==> config.mk <==
export PLATFORM = sky130hd
export DESIGN_NAME = biquad_or_moving_average_filter
export DESIGN_NICKNAME = d
export VERILOG_FILES = /design/src/design/bqma_pkg.sv /design/src/design/biquad_or_moving_average_filter.sv /design/src/design/bqma_front.sv /design/src/design/bqma_mac.sv
export SDC_FILE = /design/constraint.sdc
export NUM_CORES = 2
export LEC_CHECK = 0
export ABC_AREA = 1
export BUFFER_PORTS_ARGS = -buffer_cell sky130_fd_sc_hd__buf_4
export CORE_MARGIN = 2
export CORE_UTILIZATION = 45
export DETAILED_ROUTE_END_ITERATION = 10
export PLACE_DENSITY = 0.67
export SKIP_LAST_GASP = 1
export SLEW_MARGIN = 20
export SYNTH_ARGS = -nofsm -noshare
export SYNTH_HDL_FRONTEND = slang
export SYNTH_SLANG_ARGS = --single-unit
==> constraint.sdc <==
create_clock -name clk -period 7.1 [get_ports clk]
set_input_delay 1.065 -clock clk [delete_from_list [all_inputs] [get_ports clk]]
set_output_delay 1.065 -clock clk [all_outputs]
set_load 0.005 [all_outputs]
==> src/design/bqma_pkg.sv <==
// bqma_pkg: shared types, codes and constants for the biquad / moving-average filter
// no dependencies; imported by every module of the block
package bqma_pkg;

  localparam int SAMPLE_W       = 16;
  localparam int COEF_W         = 18;
  localparam int FRAC_W         = 16;
  localparam int MODE_W         = 2;
  localparam int WLEN_W         = 6;
  localparam int CFG_IDX_W      = 3;
  localparam int CFG_DATA_W     = 18;
  localparam int BQ_ORDER       = 2;
  localparam int MAX_WINDOW_DEF = 32;

  typedef enum logic [MODE_W-1:0] {
    MODE_MA     = 2'd0,
    MODE_BQ     = 2'd1,
    MODE_BYPASS = 2'd2
  } mode_t;

  typedef enum logic [CFG_IDX_W-1:0] {
    REG_MODE = 3'd0,
    REG_WLEN = 3'd1,
    REG_B0   = 3'd2,
    REG_A1   = 3'd3,
    REG_A2   = 3'd4
  } cfg_reg_t;

  typedef enum logic {
    CMD_FILTER = 1'b0,
    CMD_CLEAR  = 1'b1
  } cmd_t;

  // what an accepted beat does once decoded against mode and fill count
  typedef enum logic [2:0] {
    K_CLEAR   = 3'd0,
    K_PASS    = 3'd1,
    K_MA_WARM = 3'd2,
    K_MA_RUN  = 3'd3,
    K_BQ_WARM = 3'd4,
    K_BQ_RUN  = 3'd5
  } kind_t;

  localparam logic [MODE_W-1:0]        MODE_RESET = MODE_BYPASS;
  localparam logic [WLEN_W-1:0]        WLEN_RESET = WLEN_W'(1);
  localparam logic signed [COEF_W-1:0] B0_RESET   = COEF_W'(65536);
  localparam logic signed [COEF_W-1:0] A_RESET    = '0;

  typedef struct packed {
    logic                       cmd;
    logic signed [SAMPLE_W-1:0] sample;
  } in_t;

  typedef struct packed {
    logic signed [SAMPLE_W-1:0] filtered;
    logic                       warming;
  } out_t;

  // decoded beat handed from the front end to the arithmetic pipe
  typedef struct packed {
    kind_t                      kind;
    logic signed [SAMPLE_W-1:0] x;
    logic signed [SAMPLE_W-1:0] x1;
    logic signed [SAMPLE_W-1:0] x2;
    logic signed [SAMPLE_W-1:0] old;
  } s1_t;

endpackage

==> src/design/biquad_or_moving_average_filter.sv <==
// an accepted beat runs through the s1, s2, s3 and output registers to out_
// throughput: one beat per clock unless out_ready stalls; the limit is the biquad
//   feedback stage: a1*y1 + a2*y2 of the previous result is formed and saturated
// reset: synchronous, active low; clears pipeline valids, fill count, write slot,
//   window sum and loads register defaults; the history memory is not cleared
module biquad_or_moving_average_filter #(
  parameter int MAX_WINDOW = bqma_pkg::MAX_WINDOW_DEF
) (
  input  logic                              clk,
  input  logic                              rst_n,
  input  logic                              in_valid,
  output logic                              in_ready,
  input  bqma_pkg::in_t                     in_data,
  output logic                              out_valid,
  input  logic                              out_ready,
  output bqma_pkg::out_t                    out_data,
  input  logic                              cfg_we,
  input  logic [bqma_pkg::CFG_IDX_W-1:0]    cfg_index,
  input  logic [bqma_pkg::CFG_DATA_W-1:0]   cfg_wdata
);
  import bqma_pkg::*;

  logic [MODE_W-1:0]        mode_r;
  logic [WLEN_W-1:0]        wlen_r;
  logic signed [COEF_W-1:0] b0_r, a1_r, a2_r;
  logic                     hist_clr;
  logic                     s1_valid, s1_take;
  s1_t                      s1_data;

  // a mode or window write restarts the history
  assign hist_clr = cfg_we && (cfg_index == REG_MODE || cfg_index == REG_WLEN);

  always_ff @(posedge clk) begin
    if (!rst_n) begin
      mode_r <= MODE_RESET;
      wlen_r <= WLEN_RESET;
      b0_r   <= B0_RESET;
      a1_r   <= A_RESET;
      a2_r   <= A_RESET;
    end else if (cfg_we) begin
      unique case (cfg_index)
        REG_MODE: mode_r <= cfg_wdata[MODE_W-1:0];
        REG_WLEN: wlen_r <= cfg_wdata[WLEN_W-1:0];
        REG_B0:   b0_r   <= cfg_wdata;
        REG_A1:   a1_r   <= cfg_wdata;
        REG_A2:   a2_r   <= cfg_wdata;
        default:  ;
      endcase
    end
  end

  bqma_front #(
    .MAX_WINDOW (MAX_WINDOW)
  ) u_front (
    .clk        (clk),
    .rst_n      (rst_n),
    .in_valid   (in_valid),
    .in_ready   (in_ready),
    .in_data    (in_data),
    .mode       (mode_r),
    .window_len (wlen_r),
    .hist_clr   (hist_clr),
    .s1_take    (s1_take),
    .s1_valid   (s1_valid),
    .s1_data    (s1_data)
  );

  bqma_mac #(
    .MAX_WINDOW (MAX_WINDOW)
  ) u_mac (
    .clk       (clk),
    .rst_n     (rst_n),
    .s1_valid  (s1_valid),
    .s1_data   (s1_data),
    .s1_take   (s1_take),
    .hist_clr  (hist_clr),
    .b0        (b0_r),
    .a1        (a1_r),
    .a2        (a2_r),
    .out_valid (out_valid),
    .out_ready (out_ready),
    .out_data  (out_data)
  );

endmodule

==> src/design/bqma_front.sv <==
// bqma_front: beat decode, fill count, write slot and the sample history memory
// depends on bqma_pkg; feeds bqma_mac through one registered stage
module bqma_front #(
  parameter int MAX_WINDOW = bqma_pkg::MAX_WINDOW_DEF
) (
  input  logic                          clk,
  input  logic                          rst_n,
  input  logic                          in_valid,
  output logic                          in_ready,
  input  bqma_pkg::in_t                 in_data,
  input  logic [bqma_pkg::MODE_W-1:0]   mode,
  input  logic [bqma_pkg::WLEN_W-1:0]   window_len,
  input  logic                          hist_clr,
  input  logic                          s1_take,
  output logic                          s1_valid,
  output bqma_pkg::s1_t                 s1_data
);
  import bqma_pkg::*;

  localparam int ADDR_W = $clog2(MAX_WINDOW);
  localparam int FILL_W = $clog2(MAX_WINDOW > BQ_ORDER ? MAX_WINDOW : BQ_ORDER + 1);
  localparam int WLC_W  = $clog2(MAX_WINDOW + 1);
  localparam int EXT_W  = (WLEN_W > WLC_W) ? WLEN_W : WLC_W;
  localparam logic [EXT_W-1:0]  MW_EXT   = EXT_W'(MAX_WINDOW);
  localparam logic [ADDR_W:0]   MW_A     = (ADDR_W + 1)'(MAX_WINDOW);
  localparam logic [ADDR_W-1:0] SLOT_TOP = ADDR_W'(MAX_WINDOW - 1);

  logic signed [SAMPLE_W-1:0] hist_mem [MAX_WINDOW];
  logic signed [SAMPLE_W-1:0] rd_data_r;

  logic [ADDR_W-1:0]          wslot_r, wslot_nxt;
  logic [FILL_W-1:0]          fill_r, fill_nxt;
  logic signed [SAMPLE_W-1:0] x1_r, x1_nxt, x2_r, x2_nxt;
  logic                       s1_v_r, s1_v_nxt;
  kind_t                      s1_kind_r;
  logic signed [SAMPLE_W-1:0] s1_x_r, s1_x1_r, s1_x2_r;

  logic              accept;
  logic [EXT_W-1:0]  wl_ext, wl_clamp, order;
  logic [ADDR_W:0]   rd_sum;
  logic [ADDR_W-1:0] rd_addr;
  kind_t             dec_kind;
  logic              dec_push;
  logic [FILL_W-1:0] dec_fill;

  assign in_ready = !s1_v_r || s1_take;
  assign accept   = in_valid && in_ready;

  // window length of zero acts as one, above the store depth as the depth
  always_comb begin
    wl_ext = EXT_W'(window_len);
    if (wl_ext == '0) begin
      wl_clamp = EXT_W'(1);
    end else if (wl_ext > MW_EXT) begin
      wl_clamp = MW_EXT;
    end else begin
      wl_clamp = wl_ext;
    end
    order = wl_clamp - EXT_W'(1);
  end

  always_comb begin
    dec_kind = K_PASS;
    dec_push = 1'b0;
    dec_fill = fill_r;
    if (in_data.cmd == CMD_CLEAR) begin
      dec_kind = K_CLEAR;
      dec_fill = '0;
    end else begin
      unique case (mode)
        MODE_MA: begin
          if (order != '0) begin
            dec_push = 1'b1;
            if (EXT_W'(fill_r) < order) begin
              dec_kind = K_MA_WARM;
              dec_fill = fill_r + 1'b1;
            end else begin
              dec_kind = K_MA_RUN;
            end
          end
        end
        MODE_BQ: begin
          dec_push = 1'b1;
          if (fill_r < FILL_W'(BQ_ORDER)) begin
            dec_kind = K_BQ_WARM;
            dec_fill = fill_r + 1'b1;
          end else begin
            dec_kind = K_BQ_RUN;
          end
        end
        default: ;
      endcase
    end
  end

  // oldest sample of the window sits order slots behind the write slot
  always_comb begin
    rd_sum = {1'b0, wslot_r} + MW_A - (ADDR_W + 1)'(order);
    if (rd_sum >= MW_A) begin
      rd_addr = ADDR_W'(rd_sum - MW_A);
    end else begin
      rd_addr = ADDR_W'(rd_sum);
    end
  end

  always_comb begin
    wslot_nxt = wslot_r;
    fill_nxt  = fill_r;
    x1_nxt    = x1_r;
    x2_nxt    = x2_r;
    s1_v_nxt  = s1_v_r;
    if (s1_take) begin
      s1_v_nxt = 1'b0;
    end
    if (accept) begin
      s1_v_nxt = 1'b1;
      fill_nxt = dec_fill;
      if (dec_push) begin
        wslot_nxt = (wslot_r == SLOT_TOP) ? '0 : wslot_r + 1'b1;
        x1_nxt    = in_data.sample;
        x2_nxt    = x1_r;
      end
    end
    if (hist_clr) begin
      fill_nxt = '0;
    end
  end

  always_ff @(posedge clk) begin
    if (!rst_n) begin
      wslot_r <= '0;
      fill_r  <= '0;
      s1_v_r  <= 1'b0;
    end else begin
      wslot_r <= wslot_nxt;
      fill_r  <= fill_nxt;
      s1_v_r  <= s1_v_nxt;
    end
  end

  always_ff @(posedge clk) begin
    x1_r <= x1_nxt;
    x2_r <= x2_nxt;
    if (accept) begin
      s1_kind_r <= dec_kind;
      s1_x_r    <= in_data.sample;
      s1_x1_r   <= x1_r;
      s1_x2_r   <= x2_r;
    end
  end

  // read and write slots differ unless order is zero; a write shows next cycle
  always_ff @(posedge clk) begin
    if (accept && dec_push) begin
      hist_mem[wslot_r] <= in_data.sample;
    end
    if (accept) begin
      rd_data_r <= hist_mem[rd_addr];
    end
  end

  assign s1_valid = s1_v_r;
  assign s1_data  = '{kind: s1_kind_r, x: s1_x_r, x1: s1_x1_r, x2: s1_x2_r, old: rd_data_r};

endmodule

==> src/design/bqma_mac.sv <==
// bqma_mac: running window sum, feed-forward multiply, feedback stage and output register
// depends on bqma_pkg; takes decoded beats from bqma_front
module bqma_mac #(
  parameter int MAX_WINDOW = bqma_pkg::MAX_WINDOW_DEF
) (
  input  logic                                clk,
  input  logic                                rst_n,
  input  logic                                s1_valid,
  input  bqma_pkg::s1_t                       s1_data,
  output logic                                s1_take,
  input  logic                                hist_clr,
  input  logic signed [bqma_pkg::COEF_W-1:0]  b0,
  input  logic signed [bqma_pkg::COEF_W-1:0]  a1,
  input  logic signed [bqma_pkg::COEF_W-1:0]  a2,
  output logic                                out_valid,
  input  logic                                out_ready,
  output bqma_pkg::out_t                      out_data
);
  import bqma_pkg::*;

  localparam int SUM_W  = SAMPLE_W + $clog2(MAX_WINDOW);
  localparam int OP_W   = (SUM_W > SAMPLE_W + 2) ? SUM_W : SAMPLE_W + 2;
  localparam int PROD_W = COEF_W + OP_W;
  localparam int FB_W   = COEF_W + SAMPLE_W;
  localparam int ACC_W  = PROD_W + 2;
  localparam logic signed [ACC_W-1:0] SAT_HI = ACC_W'(2 ** (SAMPLE_W - 1) - 1);
  localparam logic signed [ACC_W-1:0] SAT_LO = ACC_W'(-(2 ** (SAMPLE_W - 1)));

  logic en2, en3, en_out;

  logic signed [SUM_W-1:0] sum_r, sum_nxt;
  logic signed [SUM_W-1:0] x_s, old_s;
  logic signed [OP_W-1:0]  op_nxt;

  logic                     s2_v_r, s2_v_nxt;
  kind_t                    s2_kind_r;
  logic signed [SAMPLE_W-1:0] s2_x_r;
  logic signed [OP_W-1:0]   s2_op_r;
  logic signed [PROD_W-1:0] prod;

  logic                     s3_v_r, s3_v_nxt;
  kind_t                    s3_kind_r;
  logic signed [SAMPLE_W-1:0] s3_x_r;
  logic signed [PROD_W-1:0] s3_prod_r;

  logic signed [SAMPLE_W-1:0] y1_r, y2_r;
  logic signed [FB_W-1:0]   fb1, fb2;
  logic signed [ACC_W-1:0]  acc, acc_fl;
  logic signed [SAMPLE_W-1:0] y_sat, y_sel;
  logic                     warm_sel;
  logic                     is_bq;

  logic  out_v_r, out_v_nxt;
  out_t  out_data_r;

  // each stage moves when the one after it is empty or moving
  assign en_out  = !out_v_r || out_ready;
  assign en3     = !s3_v_r || en_out;
  assign en2     = !s2_v_r || en3;
  assign s1_take = s1_valid && en2;

  assign x_s   = SUM_W'(s1_data.x);
  assign old_s = SUM_W'(s1_data.old);

  always_comb begin
    sum_nxt = sum_r;
    if (s1_take) begin
      case (s1_data.kind)
        K_CLEAR:   sum_nxt = '0;
        K_MA_WARM: sum_nxt = sum_r + x_s;
        K_MA_RUN:  sum_nxt = sum_r + x_s - old_s;
        default:   ;
      endcase
    end
    if (hist_clr) begin
      sum_nxt = '0;
    end
  end

  // multiplier operand: x plus window sum, or the binomial x + 2*x1 + x2
  always_comb begin
    if (s1_data.kind == K_MA_RUN) begin
      op_nxt = OP_W'(sum_r) + OP_W'(s1_data.x);
    end else begin
      op_nxt = OP_W'(s1_data.x) + (OP_W'(s1_data.x1) <<< 1) + OP_W'(s1_data.x2);
    end
  end

  assign s2_v_nxt = en2 ? s1_valid : s2_v_r;
  assign s3_v_nxt = en3 ? s2_v_r : s3_v_r;
  assign out_v_nxt = en_out ? s3_v_r : out_v_r;

  assign prod = PROD_W'(b0) * PROD_W'(s2_op_r);

  // feedback closes here: y1 of this beat is the previous biquad result
  assign fb1   = FB_W'(a1) * FB_W'(y1_r);
  assign fb2   = FB_W'(a2) * FB_W'(y2_r);
  assign is_bq = (s3_kind_r == K_BQ_RUN);

  always_comb begin
    acc = ACC_W'(s3_prod_r);
    if (is_bq) begin
      acc = ACC_W'(s3_prod_r) - ACC_W'(fb1) - ACC_W'(fb2);
    end
    acc_fl = acc >>> FRAC_W;
    if (acc_fl > SAT_HI) begin
      y_sat = SAMPLE_W'(SAT_HI);
    end else if (acc_fl < SAT_LO) begin
      y_sat = SAMPLE_W'(SAT_LO);
    end else begin
      y_sat = SAMPLE_W'(acc_fl);
    end
  end

  always_comb begin
    case (s3_kind_r) inside
      K_CLEAR: begin
        y_sel    = '0;
        warm_sel = 1'b0;
      end
      K_MA_WARM, K_BQ_WARM: begin
        y_sel    = s3_x_r;
        warm_sel = 1'b1;
      end
      K_MA_RUN, K_BQ_RUN: begin
        y_sel    = y_sat;
        warm_sel = 1'b0;
      end
      default: begin
        y_sel    = s3_x_r;
        warm_sel = 1'b0;
      end
    endcase
  end

  always_ff @(posedge clk) begin
    if (!rst_n) begin
      sum_r   <= '0;
      s2_v_r  <= 1'b0;
      s3_v_r  <= 1'b0;
      out_v_r <= 1'b0;
    end else begin
      sum_r   <= sum_nxt;
      s2_v_r  <= s2_v_nxt;
      s3_v_r  <= s3_v_nxt;
      out_v_r <= out_v_nxt;
    end
  end

  always_ff @(posedge clk) begin
    if (s1_take) begin
      s2_kind_r <= s1_data.kind;
      s2_x_r    <= s1_data.x;
      s2_op_r   <= op_nxt;
    end
    if (en3 && s2_v_r) begin
      s3_kind_r <= s2_kind_r;
      s3_x_r    <= s2_x_r;
      s3_prod_r <= prod;
    end
    if (en_out && s3_v_r) begin
      out_data_r <= '{filtered: y_sel, warming: warm_sel};
      if (s3_kind_r == K_BQ_WARM || s3_kind_r == K_BQ_RUN) begin
        y1_r <= y_sel;
        y2_r <= y1_r;
      end
    end
  end

  assign out_valid = out_v_r;
  assign out_data  = out_data_r;

endmodule

# After elaboration in Yosys (flattened, before gate mapping)
# Memory sizes are Yosys's and may differ from the RTL's. A register that Yosys moved wholly into a read port is not among the register bits.
# Index checks and enable logic that the tools add are counted.
# Widths: inputs -> output; s select.
[classes]
add_sub_neg = 12
n_mul = 3
div_mod_pow = 0
n_lt_le_gt_ge = 6
n_eq_ne = 15
shifts = 0
mux = 29
bitwise = 1
n_reduce_logical = 37
[op_table]
columns = ["operator", "count"]
rows = [
  ["$mux 16", 5],
  ["$mul 18x16->34", 2],
  ["$pmux 21 s3", 1],
  ["$mux 41", 1],
  ["$sub 40x34->41", 1],
  ["$sub 39x34->40", 1],
  ["$mul 18x21->39", 1],
  ["$mux 5", 6],
  ["$gt 25x16->1 const B", 1],
  ["$lt 25x16->1 const B", 1],
  ["$add 21x16->21", 1],
  ["$mux 21", 1],
  ["$sub 21x16->21", 1],
  ["$add 18x16->19", 1],
  ["$add 16x17->18", 1],
  ["$eq 3x2->1 const B", 6],
  ["$reduce_and 2->1", 8],
  ["$mux 6", 2],
  ["$add 5x1->5 const B", 2],
  ["$pmux 5 s2", 1],
  ["$eq 3x3->1 const B", 3],
  ["$logic_not 3->1", 3],
  ["$mux 1", 9],
  ["$ne 3x2->1 const B", 3],
  ["25 further kinds", 41],
]
[word_totals]
register_bits = 327
latch_bits = 0
ramBits = 512
mem_bits_ro = 0
input_bits = 43
output_inout_bits = 19
elab_cells = 132
n_memories = 1
[memory_table]
columns = ["name", "words", "width", "rd", "rd_ports_with_merged_regs", "write_ports", "line", "source"]
rows = [
  ["u_front.hist_mem", 32, 16, 1, 1, 1, "bqma_front.sv:28", "logic signed [SAMPLE_W-1:0] hist_mem [MAX_WINDOW];"],
]

# Logic depth before layout (Yosys ltp)
[depth]
ltp_word = 11
mapped_depth = 41
mapped_depth_nobuf = 39

# By module
# A second synthesis with hierarchy kept.
[unflattened]
cells_unflattened = 7868
area_unflattened_um2 = 76000.4
[by_module_without_submodules]
columns = ["module", "n_inst", "cells_each", "area_each_um2", "seq_area_each_um2"]
rows = [
  ["bqma_mac", 1, 5809, 49195.9, 4894.7],
  ["bqma_front", 1, 1684, 24170.7, 18567.8],
  ["biquad_or_moving_average_filter", 1, 375, 2633.8, 1241.2],
]

# Worst setup path before layout
# No wires, ideal clock.
[synth_path]
path_kind = "reg-to-reg"
startpoint = "reg u_mac.y2_r[3]"
endpoint = "reg u_mac.out_data_r, in the netlist u_mac.out_data[10], data pin"
setup_time_ns = 0.275
arrival_time_ns = 7.538
path_slack_ns = -0.713
path_stages_with_launch = 34
cell_sequence = "edfxtp_1 clkbuf_1 buf_1 nand2_1 fa_1 inv_1 fa_1 inv_1 fa_1 fa_1 inv_1 fa_1 inv_1 fa_1 fa_1 inv_1 fa_1 inv_1 ha_1 a21oi_1 inv_1 a21oi_1 inv_1 nand2_1 nand3_1 a31oi_1 nand3_1 nand2_1 nand2_1 o21ai_2 inv_1 nand2_2 buf_6 a31oi_1"
[synth_via]
elab_chain_cells = 9
elab_cells_between_ends = 10
classes_between = "1 x add/sub; 1 x mul; 2 x order compare; 6 x mux"
[synth_rtl]
columns = ["item", "line", "source"]
rows = [
  ["from (decl)", "bqma_mac.sv:46", "logic signed [SAMPLE_W-1:0] y1_r, y2_r;"],
  ["from (signal assigned)", "bqma_mac.sv:165", "y2_r <= y1_r;"],
  ["$mul 18x16->34 (*)", "bqma_mac.sv:97", "assign fb2 = FB_W'(a2) * FB_W'(y2_r);"],
  ["$sub 40x34->41 (*)", "bqma_mac.sv:103", "acc = ACC_W'(s3_prod_r) - ACC_W'(fb1) - ACC_W'(fb2);"],
  ["$mux 41 (*)", "bqma_mac.sv:102", "if (is_bq) begin"],
  ["$lt 25x16->1", "bqma_mac.sv:108", "end else if (acc_fl < SAT_LO) begin"],
  ["$mux 16", "bqma_mac.sv:108", ""],
  ["$mux 16 (*)", "bqma_mac.sv:106", "if (acc_fl > SAT_HI) begin"],
  ["$mux 16 (*) (3 in a row)", "bqma_mac.sv:116", "case (s3_kind_r) inside"],
  ["net u_mac.y_sel[9]", "bqma_mac.sv:49", "logic signed [SAMPLE_W-1:0] y_sat, y_sel;"],
  ["to (signal assigned)", "bqma_mac.sv:162", "out_data_r <= '{filtered: y_sel, warming: warm_sel};"],
  ["to (decl)", "bqma_mac.sv:54", "out_t out_data_r;"],
]
# The timed path passes the listed nets; every way through them passes the cells marked *.
# A chain may end at the register's enable or synchronous reset.

# Worst setup path in the final report
[layout_path]
startpoint = "reg u_mac.y2_r[10]"
endpoint = "reg u_mac.out_data_r, in the netlist u_mac.out_data[4], data pin"
# Same word-level chain as after synthesis.

==> reports/metrics.yaml <==
design_area_mm2: 0.0874
hold_violations: 0
cts_htree_levels: 3
status: "complete, but fails checks"
p_leak_uw: 0.0402
slew_headroom: 0.296
clk_latency_ns: 0.78
rows: 150
pwr_density_cell_mw_per_mm2: 531
netlist_area_mm2: 0.0759
globalplace.congestion: 0.962
syn_avg_cell_area_um2: 9.77
drc: 0
synth_edf_count: 758
ys.flop_type: "edfxtp_1"
switching_share: 0.479
cpPeakStageDelay_ns: 0.60
cts_tree: "done"
crit_type: "flip-flop to flip-flop"
cp_slowest_cell: "fa_1"
setup.worst_path.end_class: "flip-flop"
syn_nets: 9312
layout-drive-gt1-share: 0.136
syn2layout_area_growth_pct: 15.2
drv_slew: 0
num-nets-final: 9648
critical_path_buf_inv_count: 10
hold_path.class: "flip-flop to flip-flop"
grt_first_pass_wirelength_mm: 331
grt_remaining_overflow: 0
max-vdd-ir-drop_mv: 1.21
postPlaceCellArea_mm2: 0.0824
first_global_vias: 57200
tns_ns: -15.08
use_met3: 0.0400
yosys_warnings: 0
initial_core_util: 0.453
grt_util_met1: 0.315
via_count: 53800
period_share: 1.07
synth_area_leader_cell: "fa_1"
vias_per_cell: 5.17
drt_iter0_markers: 4483
clk_pin_slew_ns: 0.06
clock_skew_ns: 0.121
power_frac_comb: 0.762
grt_max_degree: 129
yosysTopAreaCellShare: 0.301
dieArea_mm2: 0.172
postSynthCellCount: 7770
antenna_found_initial: 10
wl_mm: 212
setup_viol_count_final: 32
p_sw_uw: 22300
cts-root-buf: "clkbuf_16"
crit_family: "adder cells"
numCtsBuffers: 94
cts_sinks: 855
max_freq_ghz: 0.131
power_frac_seq: 0.127
die_y_um: 415
portBuffers: 61
tightest_slew_ns: 1.05
die_x_um: 415
crit_top_cell: "nand2_1"
ys_ff_latch: 855
worst_slack_ns: -0.515
fp.coreArea_mm2: 0.167
dp_hpwl_mm: 164
rsz0062_at_grt: "yes"
synthTopCellsByArea: "fa_1 30%, edfxtp_1 30%, inv_1 9.7%, nand2_1 7.2%, ha_1 5.9%"
use_met2: 0.433
wl_per_cell_um: 20.4
crit_fanout: 7
worst_ep_arrival_time_ns: 8.00
busiest_layer: "met2"
io_pins: 62
yosysSeqAreaShare: 0.325
min_period_ns: 7.62
violations: "negative setup slack"
yosys-top-cells-count: "1965 x inv_1, 1459 x nand2_1, 1141 x fa_1, 758 x edfxtp_1, 400 x a21oi_1"
dr.pass1.iters: 6
synthArstFlopShare: 0
maxCapViolCount: 0
hold_ws_ns: 0.417
clock_path_buffers: 3
yosysMostFrequentCell: "inv_1"
critPathLaunchType: "flip-flop"
track_usage: 0.250
p_int_uw: 24200
synth_cell_types: 59
preCtsSetupSlack_ns: -0.925
pwr-share-clk: 0.111
required_ns: 7.48
drt.antenna.violating_nets: 0
final cells by class:
class | count | area [µm²]
antenna | 10 | 25.0
clock buffer | 113 | 2450
clock inverter | 61 | 798
fill | 14800 | 80000
inverter | 1971 | 7420
multi-input combinational | 4601 | 44000
sequential | 855 | 24700
tap | 2204 | 2760
timing repair buffer | 583 | 5270
through the flow:
stage | util | instances | power, µW
after floorplan | - | 7770 | 22200
after detailed placement | 0.492 | 10200 | 33900
after global routing | 0.522 | 10400 | 49500
after global placement | 0.492 | 10200 | 34100
after CTS | 0.520 | 10400 | 44900
final | 0.522 | 10400 | 46400
power by group through the flow:
| stage | registers, µW | clock network, µW | logic [µW] |
|---|---|---|---|
| after floorplan | 5850 | 0 | 16300 |
| after global placement | 5990 | 0 | 28100 |
| after detailed placement | 5990 | 0 | 27900 |
| after CTS | 5890 | 5230 | 33800 |
| after global routing | 5890 | 5430 | 38200 |
| final | 5880 | 5150 | 35400 |
metal layers:
metal	part of all wire	vias to the layer above
met2	0.50	1818
met4	0.041	8
met1	0.39	27100
met3	0.068	408
li1	-	24400
met5	0.00023	-
timing repair:
item	in CTS	in global routing
setup buffers	32	8
pin swaps	121	79
gates resized for setup	278	67
endpoints found under the setup margin	32	32
hold buffers	0	0
gates cloned	1	1
hold endpoints to repair	0	0
flip-flops by register name, summed over array words and instances (netlist names), 17 cells and up:
signal / flops
u_front.hist_mem: 512
u_mac.s3_prod_r: 39
u_mac.s2_op_r: 21
u_mac.sum_r: 21
a1_r: 18
a2_r: 18
b0_r: 18
u_mac.out_data: 17
final timing paths:
path	start	to	slack, ns	depth (start not counted)
setup / recovery	u_mac.y2_r[10]	u_mac.out_data[4]	-0.52	36
hold / removal	u_mac.s2_kind_r[1]	u_mac.s3_kind_r[1]	0.42	0
setup reg to reg	u_mac.y2_r[10]	u_mac.out_data[4]	-0.52	36
hold reg to reg	u_mac.s2_kind_r[1]	u_mac.s3_kind_r[1]	0.42	0
cells by family (layout without fill, tap and decap cells):
logic type                 after synthesis  in the layout  synth area share
and+or+nand+nor                       1905           1906             0.100
other                                    0             10                 0
DFF                                    855            855             0.325
AOI/OAI and AO/OA                      955            955            0.0687
xor gates and xnor gates                97             97            0.0114
muxes                                  144            144            0.0190
buffers and inverters                 2315           2728             0.115
adders and majority gates             1499           1499             0.360
cells in the final DEF, fill, tap and decap left out, drive strengths merged, types with 114 or more instances in the layout:
master,synthesis,final
clkbuf,299,114
edfxtp,758,758
inv,1970,1976
buf,45,582
a21oi,403,403
nand2,1477,1478
ha,358,358
mux2i,144,144
fa,1141,1141
o21ai,368,368
nor2,243,243
worst reg2reg max path: cells and delay by family (launching register included):
kind	cells	cell delay (ns)
buffers and inverters	10	0.98
and+or+nand+nor	16	1.34
AOI/OAI and AO/OA	1	0.10
adders and majority gates	9	4.36
DFF	1	0.45
(Power assumes the default switching activity.)
